===== src/sv/spe_ram.sv =====
// ----------------------------------------------------------------------------
// spe_ram
// Simple dual-port RAM: one write port, one read port, registered read.
// ----------------------------------------------------------------------------
module spe_ram #(
    parameter int WIDTH = 8,
    parameter int DEPTH = 64
) (
    input  logic                     clk,
    input  logic                     we,
    input  logic [$clog2(DEPTH)-1:0] waddr,
    input  logic [WIDTH-1:0]         wdata,
    input  logic                     re,
    input  logic [$clog2(DEPTH)-1:0] raddr,
    output logic [WIDTH-1:0]         rdata
);

    logic [WIDTH-1:0] mem [DEPTH];

    always_ff @(posedge clk)
    begin
        if (we)
        begin
            mem[waddr] <= wdata;
        end
        if (re)
        begin
            rdata <= mem[raddr];
        end
    end

endmodule


===== config.mk =====
export PLATFORM = sky130hd
export DESIGN_NAME = spe_ram
export DESIGN_NICKNAME = d
export VERILOG_FILES = /design/src/sv/spe_ram.sv
export SDC_FILE = /design/constraint.sdc
export NUM_CORES = 1
export LEC_CHECK = 0
export BUFFER_PORTS_ARGS = -buffer_cell sky130_fd_sc_hd__buf_2
export CAP_MARGIN = 15
export CORE_UTILIZATION = 55
export DETAILED_ROUTE_END_ITERATION = 16
export GPL_TIMING_DRIVEN = 0
export PLACE_DENSITY = 0.68
export SLEW_MARGIN = 0
export SYNTH_ARGS = -nofsm -noshare
export SYNTH_HDL_FRONTEND = slang
export SYNTH_SLANG_ARGS = --single-unit
export TNS_END_PERCENT = 30

===== constraint.sdc =====
create_clock -name clk -period 3 [get_ports clk]
set_input_delay 0.45 -clock clk [delete_from_list [all_inputs] [get_ports clk]]
set_output_delay 0.45 -clock clk [all_outputs]
set_load 0.02 [all_outputs]

==> flow_summary.json <==
{
  "status": "finished clean",
  "synth_warnings": 0,
  "multiInputGateArea_um2": 4320,
  "path_delay_family": "buffers and inverters",
  "final-setup-viol-count": 0,
  "port_buffers": 22,
  "grt_max_degree": 65,
  "htree_levels": 2,
  "finalPower_mw": 14.7,
  "cts_sinks": 520,
  "worstHoldPathType": "in -> reg",
  "ff2ff_setup_slack_ns": 0.70,
  "cts_resized": 0,
  "die_w_um": 194,
  "synth_area_um2": 20200,
  "start_util_pct": 56.4,
  "dp_hpwl_mm": 29.2,
  "layout_common_cells": "edfxtp_1 (520), mux4_2 (126), nor2_1 (83)",
  "die_y_um": 194,
  "crit_buf_inv": 4,
  "ir_worst_vdd_mv": 0.414,
  "fmax_mhz": 338,
  "clkSlewWorstSetupHoldPaths_ns": 0.06,
  "critPathRequiredTime_ns": 3.28,
  "n_fill_cell": 2477,
  "synthDistinctLibCells": 39,
  "drive_gt1_share_pct": 24.7,
  "hold_buffers": 0,
  "ctsLongestPathBuffers": 3,
  "final_common_cell": "edfxtp_1",
  "min_period_over_period_pct": 98.6,
  "tritoncts": "yes",
  "synthFlopType": "edfxtp_1",
  "async_flop_share_pct": 0,
  "first_iter_violations": 1061,
  "grt_first_pass_wirelength_mm": 67.4,
  "hold_viol_final": 0,
  "io_pins": 31,
  "cellPowerDensity_nw_per_um2": 652,
  "first_global_vias": 9749,
  "dr.pass1.iters": 5,
  "cp_slowest_cell": "clkbuf_1",
  "ys_ff_latch": 520,
  "slowest_delay_ns": 0.72,
  "drc": 0,
  "ys_seq_area_share_pct": 77.1,
  "slew_headroom_pct": 21.3,
  "crit_fanout": 10,
  "place_area_um2": 20900,
  "cp_cell_sequence": "buf_2, buf_4, clkbuf_1, buf_2, o221ai_1, o21a_1, o41ai_1",
  "final_nets": 1045,
  "synth_edf_count": 520,
  "fin_cells": 1517,
  "critical_path_class": "in -> reg",
  "core_area_um2": 35900,
  "rsz0062_at_grt": "no",
  "cts_root_buffer": "clkbuf_16",
  "antenna_left": 0,
  "fin_worst_skew_ns": 0.0187,
  "cp_common_cell": "buf_2",
  "seq_area_um2": 15600,
  "routed_via_density": 6.49,
  "grt_usage_pct": 25.6,
  "cts_made_buffers": 50,
  "gp_congestion": 0.946,
  "worst_pin_slew_ns": 1.18,
  "overflow": 0,
  "syn_area_per_cell_um2": 21.5,
  "cap_violations": 0,
  "syn_nets": 963,
  "fp-row-count": 69,
  "post-cts-setup-buffers": 0,
  "final_max_slew_viol_count": 0,
  "num_vias": 9852,
  "wl_mm": 46.5,
  "area_delta_synth_final_pct": 11.4,
  "syn_inst": 940,
  "startpoint_type": "input pin",
  "dpl.cell_count": 1425,
  "insertion_delay_ns": 0.59,
  "routedWlPerCell_um": 30.6,
  "die_area_um2": 37600,
  "holdWs_ns": 0.209,
  "crit_arrival_ns": 3.24,
  "fin_crit_ns": 2.96,
  "leakage_nw": 7.01,
  "final_area_um2": 22600,
  "cp-end-kind": "flip-flop",
  "antenna_found_initial": 1
}
synth_stat cells, types with 6 or more instances:
library cell	count	area share, %
mux2i_1	23	1.1
nand2_1	19	0.35
nand3_1	13	0.32
buf_4	13	0.48
clkbuf_1	17	0.32
mux4_2	126	14
nor3_1	7	0.17
mux2_2	13	0.72
nor2b_1	14	0.43
nor2_1	83	1.5
edfxtp_1	520	77
o22ai_1	8	0.25
nand2b_1	7	0.22
o221ai_1	8	0.35
buf_2	11	0.27
a221oi_1	6	0.26
logic make-up (layout without fill, tap and decap cells):
logic type             after synthesis  after routing  share of synthesized area (%)
muxes                              162            162                           15.9
DFF                                520            520                           77.1
other                                0              1                              0
and+or+nand+nor                    153            153                           3.37
buffers and inverters               51            166                           1.56
AOI/OAI and AO/OA                   54             54                           2.06
metrics by stage:
stage                     utilization [%]  TNS, ns  setup WS (ns)
final                                62.8        0         0.0423
after global routing                 62.8        0         0.0689
after CTS                            62.4        0          0.103
after detailed placement             58.3    -2.02         -0.517
after global placement               58.3    -1.69         -0.406
after floorplan                         -        0          0.744
state kept, by name, indices dropped and copies added, names as in the netlist:
signal	cells
rdata	8
mem	512
final cells by class:
| cell class | instances | area share (%) |
|---|---|---|
| Clock inverter | 22 | 0.666 |
| Multi-Input combinational cell | 369 | 19.1 |
| Antenna cell | 1 | 0.0111 |
| Buffer | 51 | 1.40 |
| Tap cell | 461 | 2.56 |
| Timing Repair Buffer | 30 | 1.12 |
| Sequential cell | 520 | 69.2 |
| Clock buffer | 63 | 5.86 |
path summary, 6_finish.rpt:
| check | to | cells after the start | from |
|---|---|---|---|
| setup / recovery | rdata[3] | 7 | raddr[2] |
| hold / removal | rdata[4] | 1 | re |
| setup reg to reg | rdata[4] | 5 | mem[29][4] |
| hold reg to reg | rdata[7] | 4 | mem[6][7] |
metal layers:
layer  share of wire (%)  wire length (µm)  global-route usage (%)
met4                 2.4              1130                    7.11
met1                  41             19200                    38.0
met2                  47             21800                    39.0
met5                   0                 0                       0
met3                 9.4              4360                    5.71
power breakdown:
group	leakage, nW	total, mW	switching (mW)	internal (mW)
clock	0.716	5.82	2.56	3.26
sequential	4.69	8.07	0.0124	8.06
combinational	1.61	0.820	0.522	0.298
total	7.01	14.7	3.09	11.6
(Power assumes the default switching activity.)
