==> src/sv/spe_pkg.sv <==
// ----------------------------------------------------------------------------
// spe_pkg
// Shared types and constants of the shortest path engine.
// ----------------------------------------------------------------------------
package spe_pkg;

    localparam int NODE_BITS      = 6;
    localparam int STRIDE         = 1 << NODE_BITS;
    localparam int EDGE_ADDR_BITS = 2 * NODE_BITS;
    localparam int DIST_OUT_BITS  = 22;
    localparam logic [DIST_OUT_BITS-1:0] DIST_OUT_MAX = 22'h3FFFFF;

    localparam logic FUNC_ADD  = 1'b0;
    localparam logic FUNC_PATH = 1'b1;

    typedef enum logic [3:0] {
        ST_CLEAR,
        ST_IDLE,
        ST_ADD_RD,
        ST_ADD_CHK,
        ST_ADD_WR2,
        ST_QINIT,
        ST_SCAN,
        ST_PICK,
        ST_RELAX,
        ST_TRACE_RD,
        ST_TRACE_WAIT,
        ST_EMIT_RD,
        ST_EMIT_LOAD,
        ST_NOT_FOUND
    } state_t;

    typedef struct packed {
        logic [NODE_BITS-1:0]     path_node;
        logic [DIST_OUT_BITS-1:0] distance;
        logic                     found;
        logic                     last;
    } result_t;

endpackage

==> src/sv/spe_outreg.sv <==
// ----------------------------------------------------------------------------
// spe_outreg
// Result output register with valid/ready handshake.
// ----------------------------------------------------------------------------
module spe_outreg (
    input  logic              clk,
    input  logic              rst_n,
    input  logic              load,
    input  spe_pkg::result_t  data,
    output logic              free,
    output logic              out_valid,
    input  logic              out_ready,
    output logic [5:0]        path_node,
    output logic [21:0]       distance,
    output logic              found,
    output logic              last
);
    import spe_pkg::*;

    logic    valid_reg;
    logic    valid_next;
    result_t data_reg;

    assign free = !valid_reg || out_ready;

    always_comb
    begin
        valid_next = valid_reg;
        if (load)
        begin
            valid_next = 1'b1;
        end
        else if (out_ready)
        begin
            valid_next = 1'b0;
        end
    end

    always_ff @(posedge clk or negedge rst_n)
    begin
        if (!rst_n)
        begin
            valid_reg <= 1'b0;
        end
        else
        begin
            valid_reg <= valid_next;
        end
    end

    always_ff @(posedge clk)
    begin
        if (load)
        begin
            data_reg <= data;
        end
    end

    assign out_valid = valid_reg;
    assign path_node = data_reg.path_node;
    assign distance  = data_reg.distance;
    assign found     = data_reg.found;
    assign last      = data_reg.last;

endmodule

==> config.mk <==
export PLATFORM = sky130hd
export DESIGN_NAME = spe_outreg
export DESIGN_NICKNAME = d
export VERILOG_FILES = /design/src/sv/spe_pkg.sv /design/src/sv/spe_outreg.sv
export SDC_FILE = /design/constraint.sdc
export NUM_CORES = 1
export LEC_CHECK = 0
export BUFFER_PORTS_ARGS = -buffer_cell sky130_fd_sc_hd__buf_4
export CORE_AREA = 5 5 56 58
export DETAILED_ROUTE_END_ITERATION = 12
export DIE_AREA = 0 0 61 63
export GPL_ROUTABILITY_DRIVEN = 0
export GPL_TIMING_DRIVEN = 0
export PLACE_DENSITY_LB_ADDON = 0.25
export SLEW_MARGIN = 20
export SYNTH_ARGS = -nofsm -noshare
export SYNTH_HDL_FRONTEND = slang
export SYNTH_SLANG_ARGS = --single-unit
==> constraint.sdc <==
create_clock -name clk -period 0.9 [get_ports clk]
set_clock_uncertainty 0.2 [all_clocks]
set_input_delay 0.18 -clock clk [delete_from_list [all_inputs] [get_ports clk]]
set_output_delay 0.18 -clock clk [all_outputs]
set_load 0.005 [all_outputs]
==> impl_summary.md, run 1 <==
Die
The number of top-level pins is 66. The initial utilization of the core area, before any placement, comes to 0.363. The floorplan has 19 rows. The vertical die dimension is 63 µm.

The die covers slightly below 4000 µm². The total area inside the core boundary comes to roughly 2600 µm². The horizontal die dimension is 61 µm.

Drt
The DRC violation total after the first TritonRoute iteration is 12. The average vias per placed instance is between 4 and 5. For this run, design rule violations remaining after detail routing come to 0. The wire length per cell is 14.2 µm. The wire length after detailed routing is 1970 µm. The number of nets with antenna violations after detailed routing is 0. The detailed-route via count is 584. The first detailed-routing pass ran for 2 iterations.

Clock network
The clock net in this run drives a total of 31 sinks. The count of hold-fix buffers inserted at cts is 1. The count of H-tree levels built during CTS is 2. The maximum clock path buffer count is 2.

The clock latency at the later pin of the worst-skew pair is between 300 and 400 ps. The cell sitting at the root of the clock tree is a clkbuf_4. The CTS clock-pin slew for the worst setup and hold paths is 90 ps. Counting the buffers created by CTS gives 5. The clock tree from TritonCTS is done.

Cells and area
The repair_antennas step left the layout with diodes totalling 0. The filler cells instantiated in the layout total 203. Of the cells placed in the final design, the portion with a size suffix greater than 1 is 0.685. The post-route non-filler standard cell count is 139. The number of nets in the finished design is ~140. Compared with the post-synthesis result, the final layout area differs by 67.0%.

Setup path
The critical path data required time is around 520 ps. STA classifies the critical path startpoint as a register. The maximum fanout along the worst path is 2. The worst flop-to-flop path startpoint is out_valid. The signal on the critical path passes through nand2b_4 > buf_6. Data arrives at the worst endpoint at 900 ps.

The critical path is of the reg -> out type. The slowest library cell on the worst path is dfrtp_1. The launch point of the worst path is out_valid. STA classifies the critical path endpoint as an output pin. The maximum cell stage delay along the critical path is around 420 ps.

Placed design
The half-perimeter wire length after detailed placement is 1510 µm. After detailed placement, the design holds a cell count of 129. The count of input and output buffers is 65.

Power
The worst-case IR drop observed on VDD is about 0.0013 V. The share of total power dissipated in the clock network is 0.260. In this run the static leakage power is 0.680 nW. The switching power is 0.576 mW. The sequential fraction of design power is 0.615. The design draws 2.84 mW. Of the total power, the share spent switching nets is 0.203. The power density relative to cell area is 1790 nW/µm². The combinational share of power is 0.125. Internal power comes to 2.26 mW.

Logic synthesis
For this run, the register share of the synthesized area comes to 0.976. Synthesis instantiated 4 different standard cells from the library. The cell area after synthesis is 948 µm².

When the netlist entered floorplanning its net count stood at 67. The average instance area after synthesis is 28.7 µm². The yosys synthesis warning count is 0.

Counting every instance in the synthesized netlist gives 33. The flip-flop and latch count after synthesis is 31.

Global route
In the global route stage, overall resource usage came out at 0.116. The number of antenna violations at the first check in global routing was 0. The first global-routing pass estimated 3080 µm of wire.

The remaining global-route overflow is 0. The via count of the first global-routing pass is 640. The largest net degree at the start of global routing is 32.

Min path
The class of the tightest hold or removal check is in -> reg. The startpoint identified for the worst hold timing path is data[19].

Status
The flow ran to the end, but the final reports show violations. The final reports fail on negative hold slack, negative setup slack.

STA
The headroom to the max-slew limit is 0.747. Setup repair after global routing could not meet its margin everywhere. The count of pins over their slew limit is 0.

The tightest hold path in the finished design has a slack of -171 ps. For this run, the top clock speed supported by timing is 780 MHz. The final hold violation count is 31. Counting I/O delays and the setup requirement, the final critical path takes ~1300 ps. The final critical-path setup slack is -383 ps. The final setup violation count is 33.

Of the available clock period, the critical path in the final layout requires 1.43. At the pin with the least slew margin, the transition time is between 300 and 400 ps.

Job
Max-cap violations in this run came to 0.
-- cells by family (layout without fill, tap and decap cells) --
kind of cell / after synthesis / after routing / share of synthesized area
buffers and inverters: 0 / 75 / 0
AND/OR/NAND/NOR: 2 / 2 / 0.0237
flip-flops: 31 / 31 / 0.976
-- final cells by class --
type | instances | area [µm²] | share of cell area
repair buffers | 67 | 547 | 0.345
multi-input cells | 2 | 22.5 | 0.0142
well taps | 31 | 38.8 | 0.0245
clock inverters | 1 | 5.00 | 0.00316
clock buffers | 7 | 45.0 | 0.0284
flip-flops and latches | 31 | 926 | 0.585
-- state kept, by name, indices dropped and copies added, names as in the netlist --
register and flops:
distance 22, found 1, last 1, out_valid 1, path_node 6
-- cells in the final DEF (no fill, tap or decap), drive strengths merged --
cell type	synthesis	routed
clkinv	0	1
clkbuf	0	7
buf	0	66
nand2b	2	2
dfrtp	1	1
edfxtp	30	30
dlygate4sd3	0	1
-- cells in the mapped netlist --
master    number  area share
nand2b_4       1       0.015
dfrtp_1        1       0.026
edfxtp_1      30        0.95
nand2b_2       1      0.0092
-- critical path, delay by kind of cell, from the launching register on --
kind	cells	cell delay (ps)
flops	1	420
buf+inv	1	90
simple gates	1	80
-- per-stage QoR --
stage / setup TNS (ps) / hold slack, ps / area (µm²) / setup WS [ps] / util
6_report: -10180 / -171 / 1580 / -383 / 0.606
5_1_grt: -12020 / -204 / 1580 / -447 / 0.606
4_1_cts: -10800 / -183 / 1550 / -400 / 0.591
3_5_place_dp: -5580 / -242 / 1480 / -182 / 0.564
3_3_place_gp: -4750 / -245 / 1480 / -155 / 0.564
2_1_floorplan: 0 / -316 / 948 / 41.9 / -
-- power groups by stage --
stage | combinational, mW | sequential [mW] | clock (mW)
after floorplan | 0.00919 | 1.79 | 0
after global placement | 0.325 | 1.77 | 0
after detailed placement | 0.332 | 1.77 | 0
after CTS | 0.342 | 1.74 | 0.764
after global routing | 0.382 | 1.76 | 0.850
final | 0.353 | 1.75 | 0.738
-- what timing repair did --
action	in CTS	in global routing
endpoints found under the hold margin	31	31
pin swaps	0	0
endpoints found under the setup margin	32	33
gates resized for setup	1	10
buffers inserted	1	0
-- routing by layer --
metal,track usage,up-vias,share of wire
met3,0.0661,2,0.12
met2,0.202,36,0.58
li1,-,280,-
met5,0,-,0
met4,0.0488,0,0.0061
met1,0.106,266,0.30
-- worst paths after layout --
check	end	slack, ps	cells after the start
min	distance[17]	-170	1
max	free	-380	2
max reg2reg	out_valid	-50	3
max in group asynchronous	out_valid	440	2
min in group asynchronous	out_valid	-20	2
min reg2reg	out_valid	470	3
Note: power is estimated with default switching activity, not from simulation.
==> inputs of run 2 (changes only) <==
BUFFER_PORTS_ARGS = -buffer_cell sky130_fd_sc_hd__buf_2   (was -buffer_cell sky130_fd_sc_hd__buf_4)
PLACE_DENSITY = 0.73   (was not set)
PLACE_DENSITY_LB_ADDON = not set   (was 0.25)
==> run 2 against run 1 <==
The run still ends with negative hold slack, negative setup slack left. Register-to-register slack worse by 110 ps. Utilization is 3.0 points lower. First-iteration DRC count is 17% lower. Die area did not move. Critical endpoint unchanged. Largest power group unchanged.
==> impl_summary.md, run 2 (same netlist as run 1, synthesis figures left out) <==
Status
The flow ran to the end, but the final reports show violations. The final reports fail on negative hold slack, negative setup slack.

Cells and area
The number of nets in the finished design is 152. Leaving out fill and tap cells, the most frequent cell in the layout is buf_2. In the final layout, the share of cells above drive strength 1 is 0.639. The library cells used most frequently in the layout, excluding fill and tap cells, are buf_2, edfxtp_1, dlygate4sd3_1. 0 antenna diodes ended up in the layout.

The layout-stage area growth over the synthesis result is 58.8%. The register with the most flip-flops in the layout has 22 of them. The layout has ~220 filler cells.

Global route
The remaining global-route overflow is 0. The largest net degree at the start of global routing is 32. The via count of the first global-routing pass is between 600 and 700. Across every metal layer, demand over resource in global routing totals 0.114. The number of antenna violations at the first check in global routing is 0. The wire length of the first global-routing pass is 3000 µm.

Setup path
Traced cell by cell, the critical path runs through nand2b_4 > buf_6. The slowest library cell on the worst path is dfrtp_1. The type of origin of the critical path is a register.

The start-to-end type of the worst setup path is reg -> out. The largest single stage delay on the critical path is 430 ps. The dominant delay contributor by cell family on the critical path is flip-flops. The worst path buffer plus inverter count is 1.

The arrival time of data at the critical path endpoint is about 940 ps. The maximum fanout along the worst path is 2. STA classifies the critical path endpoint as an output pin. The critical path data required time is 520 ps.

Drt
After detailed routing, the total wire length is 2130 µm. The top routing layer in use is met4. After detailed routing, the wire length on met1 is between 700 and 800 µm. After detailed routing, the average wire length per cell comes to 14.2 µm. Wire segments on met2 add up to 986 µm in the final route. The number of detailed-routing iterations run before antenna repair is 2. In the detailed route, the total length drawn on met3 is around 380 µm. The detailed-route via count is about 660. The DRC violation total after the first TritonRoute iteration is 10. The number of nets with antenna violations after detailed routing is 0. The DRC violations left is 0. Dividing the detail-routed via count by the number of cells gives roughly 4.4.

STA
The final setup violation count is 43. The headroom to the max-slew limit is 0.756. The final hold violation count is 21.

At the pin with the least slew margin, the transition time is 367 ps. The final critical-path setup slack is -416 ps. The maximum clock frequency is 760 MHz. The count of pins over their slew limit is 0. The tightest hold path in the finished design has a slack of -170 ps.

The final worst-path cycle share is 1.46. Setup repair after global routing could not meet its margin everywhere. The routed design could run at a clock period as short as 1320 ps. In the final timing run, aggregate negative setup slack is -10360 ps.

Placed design
The worst slack after detailed placement is -394 ps. Input and output buffers added on the ports amount to 65.

Die
The number of rows in the core area is 19. The starting utilization of the core area is 0.363. The die is 63 µm tall. For this design the top-level I/O count stands at 66. The standard cell core area is roughly 2600 µm².

The overall die area is 3840 µm². The horizontal die dimension is 61 µm.

Clock network
The count of H-tree levels built during CTS is 2. In this run, CTS created clock tree buffers numbering 5. The clock root buffer master is clkbuf_4.

TritonCTS built the clock tree. The clock sink total is 31. For the worst-skew pair, the clock arrives at the later sink with an insertion delay of 320 ps. The maximum clock path buffer count is 2. Clock-pin slew was measured on the worst setup and hold paths at about 80 ps.

Power
Of the total power, the share spent switching nets is 0.202. Across the VDD grid, the largest voltage drop is approximately 0.0014 V. The combinational share of power is 0.100. The power density relative to cell area is ~1900 nW/µm². Summed over all cells, the static leakage comes to roughly 0.66 nW.

The post-route total power is approximately 2.8 mW. Of the total power, the clock network draws 0.285. The sequential fraction of design power is 0.615. The design internal power is 2.25 mW. In this run the power spent charging and discharging nets is approximately 0.57 mW.

Min path
The min-delay analysis places its worst path in the category in -> reg.

Job
The count of maximum capacitance violations is 0.
[run 2: changes by cell type in the layout (fill, tap and decap cells not counted)]
cell	change
buf_2	+63
buf_4	-52
buf_6	-10
clkbuf_1	-1
clkbuf_8	+1
dlygate4sd3_1	+10
[run 2: power groups by stage]
stage / clock network [mW] / logic (mW) / registers [mW]
after floorplan: 0 / 0.00919 / 1.79
after global placement: 0 / 0.229 / 1.76
after detailed placement: 0 / 0.236 / 1.77
after CTS: 0.842 / 0.249 / 1.74
after global routing: 0.935 / 0.312 / 1.75
final: 0.806 / 0.283 / 1.74
[run 2: worst reg2reg max path, delay by kind of cell (launching register included)]
kind | cells | cell delay (ps)
buffers and inverters | 2 | 190
and+or+nand+nor | 2 | 140
DFF | 1 | 430
[run 2: worst paths after layout]
kind | startpoint | endpoint | slack (ps) | cells after the start
max reg2reg | out_valid | out_valid | -160 | 4
min in group asynchronous | rst_n | out_valid | -50 | 2
max in group asynchronous | rst_n | out_valid | 470 | 2
min reg2reg | out_valid | out_valid | 580 | 4
max | out_valid | free | -420 | 2
min | data[14] | distance[12] | -170 | 1
[run 2: routing by layer]
layer,up-vias,track usage
li1,302,-
met1,302,0.0981
met2,50,0.167
met3,8,0.101
met4,0,0.0732
met5,-,0
[run 2: metrics by stage]
stage / area [µm²] / instances / util
2_1_floorplan: 948 / 33 / -
3_3_place_gp: 1310 / 129 / 0.502
3_5_place_dp: 1310 / 129 / 0.502
4_1_cts: 1400 / 139 / 0.535
5_1_grt: 1510 / 150 / 0.576
6_report: 1510 / 150 / 0.576
[run 2: final cells by class]
class,count,area [µm²],share of cell area
Clock buffer,7,55.1,0.0365
Clock inverter,1,5.00,0.00332
Multi-Input combinational cell,2,22.5,0.0150
Sequential cell,31,926,0.615
Tap cell,31,38.8,0.0257
Timing Repair Buffer,78,459,0.305
[run 2: timing repair]
action                                  in CTS  in global routing
hold buffers                                 1                 10
buffers inserted                             1                  1
resized for setup                            2                  0
endpoints found under the setup margin      62                 33
endpoints found under the hold margin       32                 31
